--- src/stac_pkg.sv ---
// types, codes and constants shared by the sorted term accumulator
`timescale 1ns / 1ps
package stac_pkg;

  localparam int MAX_TERMS_DEF = 16;

  localparam logic OP_ACC  = 1'b0;
  localparam logic OP_READ = 1'b1;

  // progress of a word through the cell chain
  localparam logic [1:0] PH_SEEK  = 2'd0;
  localparam logic [1:0] PH_SHIFT = 2'd1;
  localparam logic [1:0] PH_DONE  = 2'd2;

  localparam logic signed [31:0] COEFF_MAX = 32'sh7FFF_FFFF;
  localparam logic signed [31:0] COEFF_MIN = 32'sh8000_0000;

  typedef struct packed {
    logic               op;
    logic signed [31:0] coeff;
    logic signed [15:0] power;
    logic [3:0]         index;
  } in_item_t;

  typedef struct packed {
    logic signed [31:0] term_coeff;
    logic signed [15:0] term_power;
    logic [4:0]         term_count;
    logic               entry_valid;
    logic               table_full;
    logic               sum_saturated;
  } out_item_t;

  typedef struct packed {
    logic               vld;
    logic               op;
    logic [1:0]         phase;
    logic [3:0]         idx;
    logic signed [15:0] pw;    // searched power, or displaced term while shifting
    logic signed [31:0] cf;
    logic               grew;  // a new term was stored
    out_item_t          res;
  } carry_t;

endpackage

--- src/stac_cell.sv ---
// one slot of the sorted term chain: holds a term and passes the carry word on
`timescale 1ns / 1ps
module stac_cell #(
  parameter int MAX_TERMS = stac_pkg::MAX_TERMS_DEF,
  parameter int POS       = 0
) (
  input  logic                               clk,
  input  logic                               rst_n,
  input  logic [$clog2(MAX_TERMS + 1) - 1:0] count,
  input  stac_pkg::carry_t                   cin,
  output stac_pkg::carry_t                   cout
);
  import stac_pkg::*;

  localparam int CW = $clog2(MAX_TERMS + 1);

  logic signed [15:0] pw_r, pw_nxt;
  logic signed [31:0] cf_r, cf_nxt;
  carry_t             carry_r, carry_nxt;
  logic signed [32:0] sum;
  logic               sat;
  logic signed [31:0] sum_clamped;
  logic               occ;
  logic               full;
  logic               idx_hit;

  assign occ     = CW'(POS) < count;
  assign full    = count == CW'(MAX_TERMS);
  assign idx_hit = int'(cin.idx) == POS;

  assign sum         = 33'(cf_r) + 33'(cin.cf);
  assign sat         = sum[32] != sum[31];
  assign sum_clamped = sat ? (sum[32] ? COEFF_MIN : COEFF_MAX) : sum[31:0];

  always_comb begin
    carry_nxt = cin;
    pw_nxt    = pw_r;
    cf_nxt    = cf_r;
    if (cin.vld && cin.phase != PH_DONE) begin
      if (cin.op == OP_READ) begin
        if (idx_hit) begin
          carry_nxt.phase = PH_DONE;
          if (occ) begin
            carry_nxt.res.term_coeff  = cf_r;
            carry_nxt.res.term_power  = pw_r;
            carry_nxt.res.entry_valid = 1'b1;
          end
        end
      end else if (cin.phase == PH_SHIFT) begin
        pw_nxt = cin.pw;
        cf_nxt = cin.cf;
        if (occ) begin
          carry_nxt.pw = pw_r;
          carry_nxt.cf = cf_r;
        end else begin
          carry_nxt.phase = PH_DONE;
        end
      end else if (occ && pw_r == cin.pw) begin
        cf_nxt                      = sum_clamped;
        carry_nxt.phase             = PH_DONE;
        carry_nxt.res.term_coeff    = sum_clamped;
        carry_nxt.res.entry_valid   = 1'b1;
        carry_nxt.res.table_full    = 1'b0;
        carry_nxt.res.sum_saturated = sat;
      end else if (occ && pw_r > cin.pw) begin
        // higher power stays ahead, keep looking
        carry_nxt.phase = PH_SEEK;
      end else if (full) begin
        // no room: the drop result is already in the word
        carry_nxt.phase = PH_DONE;
      end else begin
        pw_nxt                    = cin.pw;
        cf_nxt                    = cin.cf;
        carry_nxt.grew            = 1'b1;
        carry_nxt.res.entry_valid = 1'b1;
        carry_nxt.res.table_full  = 1'b0;
        if (occ) begin
          carry_nxt.phase = PH_SHIFT;
          carry_nxt.pw    = pw_r;
          carry_nxt.cf    = cf_r;
        end else begin
          carry_nxt.phase = PH_DONE;
        end
      end
    end
  end

  always_ff @(posedge clk) begin
    pw_r <= pw_nxt;
    cf_r <= cf_nxt;
    if (!rst_n) begin
      carry_r <= '0;
    end else begin
      carry_r <= carry_nxt;
    end
  end

  assign cout = carry_r;

endmodule

--- config.mk ---
export PLATFORM = sky130hd
export DESIGN_NAME = stac_cell
export DESIGN_NICKNAME = d
export VERILOG_FILES = /design/src/stac_pkg.sv /design/src/stac_cell.sv
export SDC_FILE = /design/constraint.sdc
export NUM_CORES = 1
export LEC_CHECK = 0
export BUFFER_PORTS_ARGS = -buffer_cell sky130_fd_sc_hd__buf_2
export CAP_MARGIN = 5
export CORE_UTILIZATION = 52
export CTS_CLUSTER_DIAMETER = 100
export DETAILED_ROUTE_END_ITERATION = 10
export PLACE_DENSITY_LB_ADDON = 0.05
export SYNTH_ARGS = -nofsm -noshare
export SYNTH_HDL_FRONTEND = slang
export SYNTH_SLANG_ARGS = --single-unit
--- constraint.sdc ---
create_clock -name clk -period 3.9 [get_ports clk]
set_input_delay 0.39 -clock clk [delete_from_list [all_inputs] [get_ports clk]]
set_output_delay 0.39 -clock clk [all_outputs]
set_load 0.05 [all_outputs]
* Word level (Yosys, flattened, before mapping)
Cells that the tools add are included.
** Storage, ports and cells
- Flip-flop bits (word level) :: 161
- Input port bits :: 120
** Cells by class
- Add/subtract/negate cells :: 1
- Magnitude comparators :: 2
- Eq/ne operators :: 10
- Muxes and demuxes :: 42
- Bitwise gates (word level) :: 1
- Reduce and logical (&&, ||, !) cells :: 6
** Operator list (count)
- 32-bit two-way mux :: 8
- 49-bit two-way mux :: 4
- 48-bit two-way mux :: 4
- 97-bit two-way mux :: 1
- 16-bit two-way mux :: 5
- 32-bit by 32-bit adder with 33-bit output :: 1
- 33-bit two-way mux :: 1
- 2-bit two-way mux :: 13
- 16-bit == test :: 1
- 16-bit > comparator :: 1
- 3-bit two-way mux :: 2
- 2-bit inequality test, second input constant :: 3
- 5-bit == test, second input constant :: 1
- 1-bit by 5-bit less-than comparator with 1-bit output, first input constant :: 1
- 5-bit AND reduction :: 1
- 4-bit zero test :: 1
- 1-bit two-way mux :: 4
- 4-bit AND reduction :: 1
- 1-bit logical AND :: 3
- 3-bit by 1-bit inequality test with 1-bit output, second input constant :: 1
- 3-bit inequality test, second input constant :: 1
- 2-bit by 1-bit == test with 1-bit output, second input constant :: 1
- 2-bit by 1-bit inequality test with 1-bit output, second input constant :: 1
- 1-bit inequality test :: 1
- 1-bit inverter :: 1

* Longest topological paths before layout
- Depth after elaboration :: 8
- Depth in mapped cells :: 13
- Gate-level depth less buffers :: 10

* Least setup slack after synthesis
Ideal clock, no wire load.
- Path kind :: input to register
- From :: in cin[90] in the netlist's numbering
- To :: reg cf_r[0] (enable)
- Library setup time :: 432 ps
- Arrival time :: 3202 ps
- Path slack :: 266 ps
- Stages :: 10
- Buffers on the path :: 0
- Cell sequence :: inv_1 ha_1 nor2b_1 o21a_1 o21a_1 o21bai_1 a21o_1 a21o_1 a2111oi_0 a21oi_1
** On the way
- Cells in the longest elaborated chain, start to end :: 4
- Elaborated cells between the ends (all ways) :: 7
- Those cells by class :: 1 x order compare; 3 x eq/ne; 3 x reduce/logical
** RTL lines
- start: declaration :: RTL line stac_cell.sv:10 : input stac_pkg::carry_t cin,
- 16-bit > comparator / 16-bit == test (equally long branches) :: RTL line stac_cell.sv:65, stac_cell.sv:58
- 1-bit logical AND (on tied branches) :: RTL line stac_cell.sv:65, stac_cell.sv:58
- 3-bit inequality test (no line) / 3-bit by 1-bit inequality test with 1-bit output (equally long branches)
- 4-bit AND reduction (no line) (*)
- end signal: assignment :: RTL line stac_cell.sv:90 : cf_r <= cf_nxt;
- end: declaration :: RTL line stac_cell.sv:18 : logic signed [31:0] cf_r, cf_nxt;
Every way passes the cells marked *; elsewhere a longest branch is shown, timed or not.
A chain may end at the register's enable or synchronous reset.

* Worst setup path in the final report
- From :: reg cf_r[0]
- To :: reg carry_r (netlist bit cout[31])
** On the way
- Cells in the longest elaborated chain, start to end :: 7
- Elaborated cells between the ends (all ways) :: 8
- Those cells by class :: 1 x add/sub; 1 x eq/ne; 6 x mux
** RTL lines
- 32-bit by 32-bit adder with 33-bit output (*) :: RTL line stac_cell.sv:31 : assign sum = 33'(cf_r) + 33'(cin.cf);
- 32-bit two-way mux / 1-bit inequality test (equally long branches) :: RTL line stac_cell.sv:33, stac_cell.sv:32
- 32-bit two-way mux (*) :: RTL line stac_cell.sv:33 : assign sum_clamped = sat ? (sum[32] ? COEFF_MIN : COEFF_MAX) : sum[31:0];
- 32-bit two-way mux (*) :: RTL line stac_cell.sv:58 : end else if (occ && pw_r == cin.pw) begin
- 33-bit two-way mux (*) :: RTL line stac_cell.sv:49 : end else if (cin.phase == PH_SHIFT) begin
- 32-bit two-way mux (*) :: RTL line stac_cell.sv:40 : if (cin.op == OP_READ) begin
- 97-bit two-way mux (*) :: RTL line stac_cell.sv:39 : if (cin.vld && cin.phase != PH_DONE) begin
- end signal: assignment :: RTL line stac_cell.sv:94 : carry_r <= carry_nxt;
- end: declaration :: RTL line stac_cell.sv:19 : carry_t carry_r, carry_nxt;
Marks and branches as above.

==> flow_summary.rst <==
.. list-table::
   :header-rows: 1

   * - Metric
     - Value
   * - Outcome
     - completed
   * - RSZ-0062 raised after global routing
     - false
   * - Setup skew after layout
     - 11.70 ps
   * - Maximum number of pins on one net before global-route repair
     - between 60 and 70
   * - Synthesized netlist cell count
     - 1109
   * - Setup TNS
     - 0 ps
   * - Post-cts repair resize count
     - 0
   * - Buffer and inverter count on the worst path
     - 1
   * - Cell chosen for the clock root
     - clkbuf_16
   * - Ys async rst share
     - 0%
   * - Top delay family on crit path
     - compound AO/OA/AOI/OAI gates
   * - Average wire per cell in the routed design
     - 18.09 um
   * - DR vias/cell
     - 5.860
   * - HPWL after detailed placement
     - 20.23 mm
   * - Worst path cell trace
     - ha_1, fa_1, a211oi_1, o21ai_1, o2111ai_1, buf_4, a211oi_1, o21ai_2, mux2i_4, or2_1, o31a_1
   * - Kind of path behind the tightest hold check
     - input pin to flip-flop
   * - Min Tclk post-route
     - 3393 ps
   * - Slowest cell on the critical path
     - edfxtp_1
   * - Leading cell type in the layout, fill and taps excluded
     - nand2_1
   * - Startpoint type of the worst setup path
     - flip-flop
   * - Number of buffer cells added on primary ports
     - 232
   * - Max-Cap Viols
     - 0
   * - Die footprint
     - 18720 um^2
   * - Power Dens Cells
     - 404.0 nW/um^2
   * - Clk slew on worst S/H paths
     - 70 ps
   * - Biggest cell delay along the critical path
     - 430 ps
   * - Cell area after synthesis
     - 9453 um^2
   * - DRC violation count after routing
     - 0
   * - Number of antenna violations at the first check in global routing
     - 2
   * - Quantity of hold-fixing buffers added after cts
     - 0
   * - Final number of setup-violating endpoints
     - 0
   * - Period Utilization, post-route
     - just under 90%
   * - Number of DRC markers in iteration 0
     - approximately 750
   * - CTS Buffer Depth
     - 2
   * - Total routing resource utilization after global routing
     - 29.78%
   * - Number of max-slew violations in the final report
     - 0
   * - I/O pin total
     - 233
   * - Core Area
     - approximately 18000 um^2
   * - Sw power
     - 1.568 mW
   * - Number of global-route vias before repair
     - slightly above 8000
   * - Initial core utilization
     - approximately 54%
   * - Wire length of the first global-routing pass
     - 43.17 mm
   * - Total number of nets in the final design
     - 1480
   * - Clock tree from TritonCTS
     - built
   * - Die Y
     - about 140 um
   * - Synth warnings
     - 0
   * - Library cells used by synthesis
     - 71
   * - Nature of the critical path endpoint
     - flip-flop
   * - Register area share after synthesis
     - 39.18%
   * - Clock Sink Count
     - 161
   * - Fraction of layout instances using a drive strength above 1
     - 23.04%
   * - Num rows
     - 48
   * - CP arrival
     - 3710 ps
   * - Syn Area/Cell
     - ~8.5 um^2
   * - Gp weighted congestion
     - 0.9424
   * - Switching share of power
     - 34.15%
   * - Largest cells by area after synthesis
     - dfxtp_1 (24%), edfxtp_1 (15%), nand2_1 (9.3%)
   * - Worst-case vdd ir drop
     - roughly 0.00032 V
   * - Cell occurring most often along the worst timing path
     - a211oi_1
   * - Top cell type's share of synthesized area
     - 23.93%
   * - DRT Pass-1 Iters
     - 5
   * - Data required, critical path
     - 4220 ps
   * - Total nets after synthesis
     - approximately 1300
   * - Area growth, synth to finish
     - 20.22%
   * - Worst setup slack before clock tree synthesis
     - 448.4 ps
   * - Buffers inserted by post-CTS timing repair
     - 0
   * - Clock Latency Late Sink
     - around 430 ps
   * - Seq pwr share
     - about two fifths
   * - Cell-internal power
     - 3.024 mW
   * - Number of synthesized register bits
     - 161
   * - Total overflow reported by the global router
     - 0
   * - Slew at the pin closest to its max-slew limit
     - 755.4 ps
   * - Leakage power
     - 5.131 nW
   * - Most used cells in the layout excluding fill and tap cells
     - nand2_1 (234), buf_2 (231), dfxtp_1 (113)
   * - Relative slew slack
     - 49.64%
   * - Hold violation count in the final report
     - 0
   * - CTS buffer count
     - 17
   * - Aggregate routed wire length
     - 28.06 mm
   * - Number of nets with antenna violations after detailed routing
     - 0
   * - Chip Width
     - 136.8 um
   * - Number of levels in the clock H-tree
     - 4
   * - Largest area contributor in the synthesized netlist
     - dfxtp_1
   * - EDFF count, synth
     - 48
   * - Top achievable clock speed
     - 294.7 MHz
   * - Post-route worst setup slack
     - 506.9 ps
   * - Leading register cell type out of synthesis
     - dfxtp_1
   * - Start-to-end type of the worst setup path
     - flip-flop to flip-flop
   * - Clock Power Share
     - 35.5%
   * - Largest fanout of any net on the critical path
     - 10
   * - Fraction of power consumed by combinational cells
     - 23.9%
   * - Total vias in the final route
     - about 9100
==> final timing paths <==
kind / start / endpoint / slack, ps / cells after the start
setup / recovery: cf_r[0] / cout[31] / 510 / 11
hold / removal: cin[6] / cout[6] / 160 / 2
setup reg to reg: cf_r[0] / cout[31] / 510 / 11
hold reg to reg: pw_r[10] / cout[18] / 590 / 2
==> Yosys cell counts, types with 12 or more instances <==
cell and number:
dfxtp_1 113, o211ai_1 37, nand2_1 234, mux2i_1 50, o22ai_1 31, nand3_1 20
nor2_1 43, clkbuf_1 50, xnor2_1 12, inv_1 26, and2_1 23, a21boi_0 16
a31oi_1 24, nor3_1 17, a211o_1 14, edfxtp_1 48, buf_2 13, o21ai_0 43
a21oi_1 83, a21o_1 17, ha_1 48
==> power by group through the flow <==
stage          Sequential (mW)  Combinational [mW]  Clock (mW)
2_1_floorplan             2.18               0.495           0
3_3_place_gp              1.90                1.08           0
3_5_place_dp              1.90                1.08           0
4_1_cts                   1.86                1.09        1.65
5_1_grt                   1.87                1.18        1.72
6_report                  1.86                1.10        1.63
==> sequential cells by signal, summed over array words and instances (netlist names) <==
signal and cells:
cout 113, cf_r 32, pw_r 16
==> layer usage <==
metal	up-vias	global-route usage [%]	wire length (um)
met2	398	48.51	12960
met3	43	5.148	2124
met1	4234	40.29	12420
li1	4412	-	-
met5	-	0	13
met4	2	8.791	534
==> cell families (layout without fill, tap and decap cells) <==
group / count (synthesis) / after routing / synth area share (%)
AOI/OAI and AO/OA: 339 / 339 / 23.85
xor gates and xnor gates: 23 / 23 / 2.131
adders and majority gates: 51 / 51 / 6.777
buffers and inverters: 97 / 312 / 4.315
DFF: 161 / 161 / 39.18
muxes: 51 / 51 / 5.533
other: 0 / 2 / 0
and+or+nand+nor: 387 / 387 / 18.21
==> through the flow <==
| stage | area (um^2) | total power, mW | cells | hold slack [ps] | util (%) |
|---|---|---|---|---|---|
| after global routing | 11360 | 4.779 | 1550 | 143.7 | 64.79 |
| after global placement | 10790 | 2.977 | 1517 | 562.8 | 61.54 |
| final | 11360 | 4.591 | 1551 | 159.3 | 64.80 |
| after detailed placement | 10790 | 2.985 | 1517 | 575.7 | 61.54 |
| after floorplan | 9453 | 2.680 | 1109 | 488.9 | - |
| after CTS | 11360 | 4.609 | 1549 | 148.4 | 64.78 |
==> worst register-to-register path, cell delays in order (launching register included) <==
cell and delay, ps:
edfxtp_1 430, ha_1 230, fa_1 420, a211oi_1 330, o21ai_1 170, o2111ai_1 300, buf_4 190, a211oi_1 90
o21ai_2 200, mux2i_4 110, or2_1 430, o31a_1 370
==> cell type report <==
type / instances / area [um^2]
fillers: 1543 / 6172
multi-input cells: 851 / 5368
flip-flops and latches: 161 / 3704
repair buffers: 254 / 1341
clock buffers: 18 / 429.2
well taps: 225 / 281.5
clock inverters: 14 / 138.9
inverters: 26 / 97.59
diodes: 2 / 5.005
No activity file was read; power rests on OpenSTA's default activity.
